[config.mk]
export PLATFORM = sky130hd
export DESIGN_NAME = linear_interp_resampler
export DESIGN_NICKNAME = d
export VERILOG_FILES = /design/src/hdl/lir_pkg.sv /design/src/hdl/lir_front.sv /design/src/hdl/lir_engine.sv /design/src/hdl/lir_lerp.sv /design/src/hdl/linear_interp_resampler.sv
export SDC_FILE = /design/constraint.sdc
export NUM_CORES = 2
export LEC_CHECK = 0
export CAP_MARGIN = 40
export CORE_MARGIN = 4
export CORE_UTILIZATION = 63
export DETAILED_ROUTE_END_ITERATION = 8
export DONT_BUFFER_PORTS = 1
export GPL_TIMING_DRIVEN = 0
export PLACE_DENSITY = 0.79
export SLEW_MARGIN = 15
export SYNTH_ARGS = -nofsm -noshare
export SYNTH_HDL_FRONTEND = slang
export SYNTH_SLANG_ARGS = --single-unit
[constraint.sdc]
create_clock -name clk -period 13.5 [get_ports clk]
set_input_delay 2.7 -clock clk [delete_from_list [all_inputs] [get_ports clk]]
set_output_delay 2.7 -clock clk [all_outputs]
set_load 0.01 [all_outputs]
[src/hdl/lir_pkg.sv]
`default_nettype none

package lir_pkg;

    // Field and state widths
    localparam int SAMPLE_W   = 24;
    localparam int FRAC_W     = 16;
    localparam int RATE_W     = 24;
    localparam int POS_W      = RATE_W + 1;
    localparam int RAMP_W     = 17;
    localparam int PHASE_W    = 16;
    localparam int MAX_RUN    = 64;
    localparam int CNT_W      = $clog2(MAX_RUN + 1);
    localparam int CFG_IDX_W  = 2;
    localparam int CFG_DATA_W = 24;
    localparam int DIFF_W     = SAMPLE_W + 1;
    localparam int PROD_W     = DIFF_W + FRAC_W + 1;
    localparam int RSUM_W     = RATE_W + 2;

    // Rate limits, 8.16 fixed point
    localparam logic [RATE_W-1:0] RATE_MIN   = RATE_W'(1) << (FRAC_W - 6);
    localparam logic [RATE_W-1:0] RATE_MAX   = {RATE_W{1'b1}};
    localparam logic [RATE_W-1:0] RATE_RESET = RATE_W'(1) << FRAC_W;

    // Configuration register indexes
    typedef enum logic [CFG_IDX_W-1:0] {
        CFG_START_RATE  = 2'd0,
        CFG_RATE_RAMP   = 2'd1,
        CFG_START_PHASE = 2'd2
    } cfg_idx_t;

    typedef struct packed {
        logic [RATE_W-1:0]        start_rate;
        logic signed [RAMP_W-1:0] rate_ramp;
        logic [PHASE_W-1:0]       start_phase;
    } cfg_t;

    // Request held in the queue between front and engine
    typedef struct packed {
        logic signed [SAMPLE_W-1:0] sample;
        logic                       restart;
    } q_item_t;

    // One interpolation job handed to the datapath
    typedef struct packed {
        logic signed [SAMPLE_W-1:0] prev;
        logic signed [SAMPLE_W-1:0] cur;
        logic [FRAC_W-1:0]          frac;
        logic                       last;
    } lerp_req_t;

endpackage

`default_nettype wire

[src/hdl/lir_front.sv]
`default_nettype none

module lir_front
(
    input  wire logic                                clk,
    input  wire logic                                rst_n,
    input  wire logic                                in_valid,
    output logic                                     in_stall,
    input  wire logic signed [lir_pkg::SAMPLE_W-1:0] in_sample,
    input  wire logic                                first,
    output logic                                     q_valid,
    input  wire logic                                q_pop,
    output lir_pkg::q_item_t                         q_item
);

    lir_pkg::q_item_t fifo_mem [2];
    logic             wr_ptr_reg;
    logic             wr_ptr_next;
    logic             rd_ptr_reg;
    logic             rd_ptr_next;
    logic [1:0]       count_reg;
    logic [1:0]       count_next;
    logic             primed_reg;
    logic             primed_next;
    logic             push;
    logic             pop;
    lir_pkg::q_item_t push_item;

    // Classify: the first request after reset counts as a restart
    always_comb
    begin
        push              = in_valid && !in_stall;
        pop               = q_pop && q_valid;
        push_item.sample  = in_sample;
        push_item.restart = first || !primed_reg;
        primed_next       = primed_reg || push;
        wr_ptr_next       = push ? !wr_ptr_reg : wr_ptr_reg;
        rd_ptr_next       = pop ? !rd_ptr_reg : rd_ptr_reg;
        count_next        = count_reg + {1'b0, push} - {1'b0, pop};
    end

    assign in_stall = (count_reg == 2'd2);
    assign q_valid  = (count_reg != 2'd0);
    assign q_item   = fifo_mem[rd_ptr_reg];

    // Hold queued requests
    always_ff @(posedge clk)
    begin
        if (push)
        begin
            fifo_mem[wr_ptr_reg] <= push_item;
        end
    end

    // Advance pointers and fill level
    always_ff @(posedge clk or negedge rst_n)
    begin
        if (!rst_n)
        begin
            wr_ptr_reg <= 1'b0;
            rd_ptr_reg <= 1'b0;
            count_reg  <= 2'd0;
            primed_reg <= 1'b0;
        end
        else
        begin
            wr_ptr_reg <= wr_ptr_next;
            rd_ptr_reg <= rd_ptr_next;
            count_reg  <= count_next;
            primed_reg <= primed_next;
        end
    end

endmodule

`default_nettype wire

[src/hdl/lir_engine.sv]
`default_nettype none

module lir_engine
(
    input  wire logic              clk,
    input  wire logic              rst_n,
    input  wire lir_pkg::cfg_t     cfg,
    input  wire logic              q_valid,
    output logic                   q_pop,
    input  wire lir_pkg::q_item_t  q_item,
    output logic                   req_valid,
    input  wire logic              req_ready,
    output lir_pkg::lerp_req_t     req
);

    logic signed [lir_pkg::SAMPLE_W-1:0] prev_reg;
    logic signed [lir_pkg::SAMPLE_W-1:0] prev_next;
    logic signed [lir_pkg::SAMPLE_W-1:0] cur_reg;
    logic signed [lir_pkg::SAMPLE_W-1:0] cur_next;
    logic [lir_pkg::POS_W-1:0]           pos_reg;
    logic [lir_pkg::POS_W-1:0]           pos_next;
    logic [lir_pkg::RATE_W-1:0]          rate_reg;
    logic [lir_pkg::RATE_W-1:0]          rate_next;
    logic [lir_pkg::CNT_W-1:0]           n_reg;
    logic [lir_pkg::CNT_W-1:0]           n_next;
    logic                                busy_reg;
    logic                                busy_next;

    logic                                in_range;
    logic [lir_pkg::POS_W-1:0]           pos_sum;
    logic signed [lir_pkg::RSUM_W-1:0]   rate_sum;
    logic [lir_pkg::RATE_W-1:0]          rate_ramped;
    logic [lir_pkg::RATE_W-1:0]          rate_start;
    logic                                issue;

    // Position step and rate ramp with saturation
    always_comb
    begin
        in_range = (pos_reg[lir_pkg::POS_W-1:lir_pkg::FRAC_W] == '0)
                   && (n_reg < lir_pkg::CNT_W'(lir_pkg::MAX_RUN));
        pos_sum  = pos_reg + {1'b0, rate_reg};
        rate_sum = $signed({2'b00, rate_reg})
                   + lir_pkg::RSUM_W'(cfg.rate_ramp);
        if (rate_sum < $signed({2'b00, lir_pkg::RATE_MIN}))
        begin
            rate_ramped = lir_pkg::RATE_MIN;
        end
        else if (rate_sum > $signed({2'b00, lir_pkg::RATE_MAX}))
        begin
            rate_ramped = lir_pkg::RATE_MAX;
        end
        else
        begin
            rate_ramped = rate_sum[lir_pkg::RATE_W-1:0];
        end
        rate_start = (cfg.start_rate < lir_pkg::RATE_MIN) ? lir_pkg::RATE_MIN
                                                          : cfg.start_rate;
    end

    // Sequence: pop a request, emit its run, then close the interval (a restart only loads state)
    always_comb
    begin
        prev_next = prev_reg;
        cur_next  = cur_reg;
        pos_next  = pos_reg;
        rate_next = rate_reg;
        n_next    = n_reg;
        busy_next = busy_reg;
        q_pop     = 1'b0;
        issue     = 1'b0;

        if (!busy_reg)
        begin
            q_pop = q_valid;
            if (q_valid)
            begin
                if (q_item.restart)
                begin
                    prev_next = q_item.sample;
                    pos_next  = lir_pkg::POS_W'(cfg.start_phase);
                    rate_next = rate_start;
                end
                else
                begin
                    cur_next  = q_item.sample;
                    n_next    = '0;
                    busy_next = 1'b1;
                end
            end
        end
        else if (in_range)
        begin
            issue = req_ready;
            if (req_ready)
            begin
                pos_next  = pos_sum;
                rate_next = rate_ramped;
                n_next    = n_reg + lir_pkg::CNT_W'(1);
            end
        end
        else
        begin
            // Drop one whole sample, or clear after a capped run
            if (pos_reg[lir_pkg::POS_W-1:lir_pkg::FRAC_W] != '0)
            begin
                pos_next = pos_reg - (lir_pkg::POS_W'(1) << lir_pkg::FRAC_W);
            end
            else
            begin
                pos_next = '0;
            end
            prev_next = cur_reg;
            busy_next = 1'b0;
        end
    end

    assign req_valid = issue;
    assign req.prev  = prev_reg;
    assign req.cur   = cur_reg;
    assign req.frac  = pos_reg[lir_pkg::FRAC_W-1:0];
    assign req.last  = (pos_sum[lir_pkg::POS_W-1:lir_pkg::FRAC_W] != '0)
                       || (n_reg == lir_pkg::CNT_W'(lir_pkg::MAX_RUN - 1));

    // Hold resampler state
    always_ff @(posedge clk or negedge rst_n)
    begin
        if (!rst_n)
        begin
            prev_reg <= '0;
            cur_reg  <= '0;
            pos_reg  <= '0;
            rate_reg <= lir_pkg::RATE_RESET;
            n_reg    <= '0;
            busy_reg <= 1'b0;
        end
        else
        begin
            prev_reg <= prev_next;
            cur_reg  <= cur_next;
            pos_reg  <= pos_next;
            rate_reg <= rate_next;
            n_reg    <= n_next;
            busy_reg <= busy_next;
        end
    end

endmodule

`default_nettype wire

[src/hdl/lir_lerp.sv]
`default_nettype none

module lir_lerp
(
    input  wire logic                    clk,
    input  wire logic                    rst_n,
    input  wire logic                    req_valid,
    output logic                         req_ready,
    input  wire lir_pkg::lerp_req_t      req,
    output logic                         out_valid,
    input  wire logic                    out_stall,
    output logic signed [lir_pkg::SAMPLE_W-1:0] out_sample,
    output logic                         last
);

    logic signed [lir_pkg::PROD_W-1:0]   prod_reg;
    logic signed [lir_pkg::SAMPLE_W-1:0] base_reg;
    logic                                s1_last_reg;
    logic                                s1_valid_reg;
    logic                                s1_valid_next;
    logic signed [lir_pkg::SAMPLE_W-1:0] out_sample_reg;
    logic                                out_last_reg;
    logic                                out_valid_reg;
    logic                                out_valid_next;

    logic signed [lir_pkg::DIFF_W-1:0]   diff;
    logic signed [lir_pkg::PROD_W-1:0]   prod;
    logic signed [lir_pkg::PROD_W-1:0]   acc;
    logic                                adv_out;
    logic                                load_s1;

    // Handshake between the two stages
    always_comb
    begin
        adv_out        = !out_valid_reg || !out_stall;
        req_ready      = !s1_valid_reg || adv_out;
        load_s1        = req_valid && req_ready;
        s1_valid_next  = load_s1 ? 1'b1 : (adv_out ? 1'b0 : s1_valid_reg);
        out_valid_next = adv_out ? s1_valid_reg : out_valid_reg;
    end

    // Stage one: slope times fraction
    always_comb
    begin
        diff = lir_pkg::DIFF_W'(req.cur) - lir_pkg::DIFF_W'(req.prev);
        prod = lir_pkg::PROD_W'(diff) * $signed({1'b0, req.frac});
    end

    // Stage two: add base and round half up
    always_comb
    begin
        acc = (lir_pkg::PROD_W'(base_reg) <<< lir_pkg::FRAC_W) + prod_reg
              + (lir_pkg::PROD_W'(1) <<< (lir_pkg::FRAC_W - 1));
    end

    always_ff @(posedge clk)
    begin
        if (load_s1)
        begin
            prod_reg    <= prod;
            base_reg    <= req.prev;
            s1_last_reg <= req.last;
        end
        if (adv_out && s1_valid_reg)
        begin
            out_sample_reg <= acc[lir_pkg::FRAC_W+lir_pkg::SAMPLE_W-1:lir_pkg::FRAC_W];
            out_last_reg   <= s1_last_reg;
        end
    end

    always_ff @(posedge clk or negedge rst_n)
    begin
        if (!rst_n)
        begin
            s1_valid_reg  <= 1'b0;
            out_valid_reg <= 1'b0;
        end
        else
        begin
            s1_valid_reg  <= s1_valid_next;
            out_valid_reg <= out_valid_next;
        end
    end

    assign out_valid  = out_valid_reg;
    assign out_sample = out_sample_reg;
    assign last       = out_last_reg;

endmodule

`default_nettype wire

[src/hdl/linear_interp_resampler.sv]
// Flow: the engine pops a request from the queue when idle; its results pass the
// stage-one register and the output register, one result per cycle while not stalled.
// Sequence: a request with n results is popped, issued n times through the shared
// multiplier, then its interval is closed before the next pop; a restart only loads state.
// Reset: asynchronous, active low; clears the queue, pipeline and state, loads defaults.
`default_nettype none

module linear_interp_resampler
(
    input  wire logic                                  clk,
    input  wire logic                                  rst_n,
    input  wire logic                                  wr_en,
    input  wire logic [lir_pkg::CFG_IDX_W-1:0]         wr_index,
    input  wire logic [lir_pkg::CFG_DATA_W-1:0]        wr_data,
    input  wire logic                                  in_valid,
    output logic                                       in_stall,
    input  wire logic signed [lir_pkg::SAMPLE_W-1:0]   in_sample,
    input  wire logic                                  first,
    output logic                                       out_valid,
    input  wire logic                                  out_stall,
    output logic signed [lir_pkg::SAMPLE_W-1:0]        out_sample,
    output logic                                       last
);

    lir_pkg::cfg_t      cfg_reg;
    lir_pkg::cfg_t      cfg_next;
    logic               q_valid;
    logic               q_pop;
    lir_pkg::q_item_t   q_item;
    logic               req_valid;
    logic               req_ready;
    lir_pkg::lerp_req_t req;

    // Decode register writes
    always_comb
    begin
        cfg_next = cfg_reg;
        if (wr_en)
        begin
            unique case (lir_pkg::cfg_idx_t'(wr_index))
                lir_pkg::CFG_START_RATE:
                begin
                    cfg_next.start_rate = wr_data[lir_pkg::RATE_W-1:0];
                end
                lir_pkg::CFG_RATE_RAMP:
                begin
                    cfg_next.rate_ramp = $signed(wr_data[lir_pkg::RAMP_W-1:0]);
                end
                lir_pkg::CFG_START_PHASE:
                begin
                    cfg_next.start_phase = wr_data[lir_pkg::PHASE_W-1:0];
                end
                default:
                begin
                    cfg_next = cfg_reg;
                end
            endcase
        end
    end

    always_ff @(posedge clk or negedge rst_n)
    begin
        if (!rst_n)
        begin
            cfg_reg.start_rate  <= lir_pkg::RATE_RESET;
            cfg_reg.rate_ramp   <= '0;
            cfg_reg.start_phase <= '0;
        end
        else
        begin
            cfg_reg <= cfg_next;
        end
    end

    lir_front u_front
    (
        .clk       (clk),
        .rst_n     (rst_n),
        .in_valid  (in_valid),
        .in_stall  (in_stall),
        .in_sample (in_sample),
        .first     (first),
        .q_valid   (q_valid),
        .q_pop     (q_pop),
        .q_item    (q_item)
    );

    lir_engine u_engine
    (
        .clk       (clk),
        .rst_n     (rst_n),
        .cfg       (cfg_reg),
        .q_valid   (q_valid),
        .q_pop     (q_pop),
        .q_item    (q_item),
        .req_valid (req_valid),
        .req_ready (req_ready),
        .req       (req)
    );

    lir_lerp u_lerp
    (
        .clk        (clk),
        .rst_n      (rst_n),
        .req_valid  (req_valid),
        .req_ready  (req_ready),
        .req        (req),
        .out_valid  (out_valid),
        .out_stall  (out_stall),
        .out_sample (out_sample),
        .last       (last)
    );

endmodule

`default_nettype wire
After elaboration in Yosys (flattened, before gate mapping). Memory sizes are Yosys's and may differ from the RTL's. Index checks and enable logic that the tools add are counted.

Bits in registers: 259. RAM bits: 50. Output and inout bits: 27. Logic and storage cells: 113. Memories: 1.

Add/subtract/negate cells: 9. Multiply operators: 1. Order comparisons: 4. Equality and inequality tests: 9. Muxes and demuxes: 34. Bitwise operators: 2. Reductions and logical operators: 33.

Memory list: u_front.fifo_mem (depth 2, width 25, read ports 1, clocked after Yosys merged registers in 0, wr ports 1, RTL line lir_front.sv:16) `lir_pkg::q_item_t fifo_mem [2];`.

Operator list (count): 24-bit two-way mux (12); 25-bit two-way mux (6); 40-bit by 17-bit adder with 40-bit output (second input constant) (1); 40-bit adder (1); 25-bit by 17-bit multiplier with 40-bit output (1); 7-bit two-way mux (5); 25-bit by 17-bit adder with 26-bit output (1); 26-bit by 25-bit greater-than comparator with 1-bit output (second input constant) (1); 26-bit by 12-bit less-than comparator with 1-bit output (second input constant) (1); 25-bit by 24-bit adder with 25-bit output (1); 24-bit by 24-bit subtractor with 25-bit output (1); 25-bit by 17-bit subtractor with 25-bit output (second input constant) (1); 24-bit by 11-bit less-than comparator with 1-bit output (second input constant) (1); 9-bit nonzero test (2); 1-bit two-way mux (11); 9-bit logical NOT (1); 3-bit AND reduction (3); 4-bit AND reduction (2); 2-bit nonzero test (4); 7-bit by 1-bit adder with 7-bit output (second input constant) (1); 7-bit by 6-bit equality test with 1-bit output (second input constant) (1); 1-bit logical NOT (7); 7-bit less-than comparator (second input constant) (1); 2-bit AND reduction (3); other kinds (11) (23).

Longest topological paths before layout.
Depth in word-level cells: 7. Depth in mapped cells: 37.

Hierarchy. Synthesis repeated with hierarchy kept, for this count alone.

Cells, all modules: 3054. Area, all modules: 30322.8 um^2.

Modules (own cells, without submodules): lir_lerp (instances 1, cells an instance 1969, area each 18382.6 um^2); lir_engine (instances 1, cells an instance 865, area each 7641.1 um^2); linear_interp_resampler (instances 1, cells an instance 121, area each 2158.3 um^2); lir_front (instances 1, cells an instance 99, area each 2140.8 um^2).

Worst setup path before layout. Ideal clock, no wire load.

Path type: reg-to-reg. Start point: register u_engine.cur_reg[0] in the netlist's numbering. End point: register u_lerp.prod_reg[39] in the netlist's numbering, data pin. Arrival time: 8.414 ns. Required time: 13.228 ns. Setup slack: 4.815 ns. Stages on the path, launching flop included: 34. Buffers on the path: 1. Cells stage by stage: dfrtp_1 > inv_1 > ha_1 > fa_1 > nor2b_1 > o21ai_1 > a21boi_1 > o41ai_1 > a2111oi_0 > o31ai_1 > o22ai_1 > o21ai_1 > clkbuf_1 > nand2_1 > inv_1 > fa_1 > inv_1 > fa_1 > fa_1 > fa_1 > fa_1 > fa_1 > inv_1 > ha_1 > a21o_1 > a21oi_1 > nor2b_1 > or2_1 > a21o_1 > a21o_1 > a2111oi_2 > nor3_1 > a2111oi_2 > xor2_1.

Word-level cells in the longest chain between the ends: 2.

RTL lines: from (decl) (RTL line lir_engine.sv:18) `logic signed [lir_pkg::SAMPLE_W-1:0] cur_reg;`; from (signal assigned) (RTL line lir_engine.sv:139) `cur_reg <= cur_next;`; 24-bit by 24-bit subtractor with 25-bit output (RTL line lir_lerp.sv:45) `diff = lir_pkg::DIFF_W'(req.cur) - lir_pkg::DIFF_W'(req.prev);`; 25-bit by 17-bit multiplier with 40-bit output (RTL line lir_lerp.sv:46) `prod = lir_pkg::PROD_W'(diff) * $signed({1'b0, req.frac});`; via u_lerp.prod (one bit) (RTL line lir_lerp.sv:27) `logic signed [lir_pkg::PROD_W-1:0] prod;`; to (signal assigned) (RTL line lir_lerp.sv:60) `prod_reg <= prod;`; to (decl) (RTL line lir_lerp.sv:16) `logic signed [lir_pkg::PROD_W-1:0] prod_reg;`.

The timed path passes the listed nets, and every way through them passes these cells. A chain may end at the register's enable or synchronous reset.

Final worst setup path. Ends and elaborated chain as after synthesis.

==> results.yml <==
critical_path:
  cp.arrival_ns: 10.89
  cp_slowest_stage_delay_ns: 0.63
  critPathLaunchType: "flop"
  cp-end-kind: "flop"
  crit_path_frequent_cell: "fa_1"
  worst-path-max-fanout: 10
  required_ns: 13.78
  path_class: "reg2reg"
  crit_slowest_cell: "o41ai_1"
timing:
  finalCritPeriodShare_pct: 78.55
  hold_violations: 0
  fmax_mhz: 94.31
  rsz0062_at_grt: "false"
  setup_slack_ns: 2.896
  slew_headroom_pct: 34.35
  fin_tns_setup_ns: 0
  slew_viol_final: 0
  worst_pin_slew_ns: 0.9695
  skew_ns: 0.01984
  period_needed_ns: 10.60
  setup_violations: 0
placement:
  pre_cts_ws_ns: 3.037
  place_congestion: 0.9591
  placed_area_um2: 30440
  io_buffer_count: 0
  post-dp-hpwl_um: 64340
grt:
  grt_util_all_layers_pct: 32.02
  grt_max_degree: 170
  grt-busiest-layer: "met2"
  grt_pass1_wl_um: 125200
  grt_use_met2_pct: 55.19
  antenna_found_initial: 3
  met3_usage_pct: 7.922
  grt_pass1_vias: 23050
  grt_remaining_overflow: 0
  use_met1_pct: 39.21
run_status:
  status: "finished clean"
synth:
  syn-num-nets: 3626
  synth_top_family_by_area: "adder cells"
  synth_edf_count: 125
  ys_warn_count: 0
  synth_fa_ha_area_share_pct: 33.87
  syn_inst: 2997
  async_flop_share_pct: 57.48
  avgSynthCellArea_um2: 9.845
  synthDistinctLibCells: 83
  synthSimpleGateAreaFrac_pct: 13.97
  synth-xor-area-share_pct: 3.859
  ys.flop_type: "dfrtp_1"
  yosysSeqAreaShare_pct: 27.06
  muxShareOfSynthArea_pct: 4.080
  synth_area_um2: 29500
  synth_seq_cells: 294
  synth_compound_area_share_pct: 9.168
clocking:
  cts_resized: 0
  cts_tree: "built"
  cts_htree_levels: 2
  clock_latency_ns: 0.57
  clock-sinks: 294
  clockBufferDepth: 3
  cts_root_buf: "clkbuf_16"
  clk_pin_slew_ns: 0.06
  post_cts_buffers: 0
  hold_buffers: 0
  cts_inserted_buffers: 34
floorplan:
  die_x_um: 224.4
  core_area_um2: 46460
  dieArea_um2: 50360
  ios: 83
  start_util_pct: 63.51
  fp.dieH_um: 224.4
  rows: 79
routing:
  via_count: 21720
  drt_iter0_drc: 1479
  remaining_drc_errors: 0
  antenna_left: 0
  vias_per_cell: 5.905
  wl_per_cell_um: 21.46
  drt_first_pass_iters: 7
  routed_wirelength_um: 78920
finish:
  multi_input_area_um2: 19200
  regArea_um2: 7985
  largest_reg_flops: 57
  final_nets: 3674
  syn2layout_area_growth_pct: 7.044
  drive_gt1_share_pct: 5.603
  n_fill_cell: 3612
  final_cell_area_um2: 31580
job:
  cap_viol_max_count: 0
worst_hold_path:
  hp-class: "reg2reg"
==> cell families after synthesis <==
logic type / after synthesis
XOR/XNOR: 130
adder cells (fa/ha/maj): 573
multiplexers: 110
buffers and inverters: 626
flip-flops: 294
AND/OR/NAND/NOR: 846
AO/OA/AOI/OAI: 418
==> metal layers <==
layer,up-vias,routed length [um]
met5,-,13
met4,2,3237
met3,190,7120
met2,833,39100
met1,10900,29440
li1,9791,-
==> final cells by class <==
type / count / area share [%]
flip-flops and latches: 294 / 25.28
diodes: 1 / 0.007923
clock buffers: 46 / 3.062
inverters: 518 / 6.156
clock inverters: 15 / 0.4912
repair buffers: 12 / 0.4754
well taps: 607 / 2.405
multi-input cells: 2077 / 60.81
plain buffers: 108 / 1.311
==> synthesized netlist by cell type (38+ instances only) <==
library cell | count | share of area [%]
o21ai_0 | 52 | 0.88
dfrtp_1 | 167 | 14
and2_1 | 173 | 3.7
a21oi_1 | 146 | 2.5
nor2_1 | 186 | 2.4
edfxtp_1 | 125 | 13
inv_1 | 517 | 6.6
clkbuf_1 | 101 | 1.3
ha_1 | 197 | 8.4
nor2b_1 | 38 | 0.81
xor2_1 | 47 | 1.4
xnor2_1 | 83 | 2.5
fa_1 | 376 | 26
nand2_1 | 277 | 3.5
mux2_2 | 82 | 3.1
==> worst max-delay path: cells and delay by family (launching register included) <==
kind / cells / cell delay, ns
AOI/OAI and AO/OA: 14 / 4.05
adders and majority gates: 9 / 3.86
buffers and inverters: 5 / 0.83
xor gates and xnor gates: 2 / 0.69
and+or+nand+nor: 4 / 0.49
DFF: 1 / 0.37
==> final timing paths <==
path	from	end	slack, ns	cells after the start
hold / removal	u_lerp.s1_last_reg	u_lerp.last	0.45	0
max in group asynchronous	rst_n	cfg_reg[29]	11.41	0
min in group asynchronous	rst_n	cfg_reg[50]	1.84	0
hold reg to reg	u_lerp.s1_last_reg	u_lerp.last	0.45	0
setup / recovery	u_engine.cur_reg[0]	u_lerp.prod_reg[39]	2.90	34
setup reg to reg	u_engine.cur_reg[0]	u_lerp.prod_reg[39]	2.90	34
==> through the flow <==
step	util, %	cells	hold slack, ns
5_1_grt	67.98	3678	0.4655
4_1_cts	67.94	3675	0.4491
3_3_place_gp	65.14	3604	0.4017
3_5_place_dp	65.52	3614	0.4289
2_1_floorplan	-	2997	0.4003
6_report	67.98	3678	0.4450
==> cell usage in the layout, fill, tap and decap left out, types with 19 or more instances in the layout <==
cell / count
nor2b_1: 38
nand2_1: 277
nor3_1: 35
nand2b_1: 31
xor2_1: 47
fa_1: 376
ha_1: 197
xnor2_1: 82
clkbuf_1: 107
a21oi_1: 146
dfrtp_1: 167
a21o_1: 29
mux2i_1: 28
nand3_1: 21
o21ai_0: 52
edfxtp_1: 125
o21ai_1: 19
nor2_1: 184
mux2_2: 82
clkbuf_16: 35
inv_1: 517
and2_1: 173
Power is not shown: default switching activity piles up to over one toggle a cycle in this logic, so the estimate is an artifact.
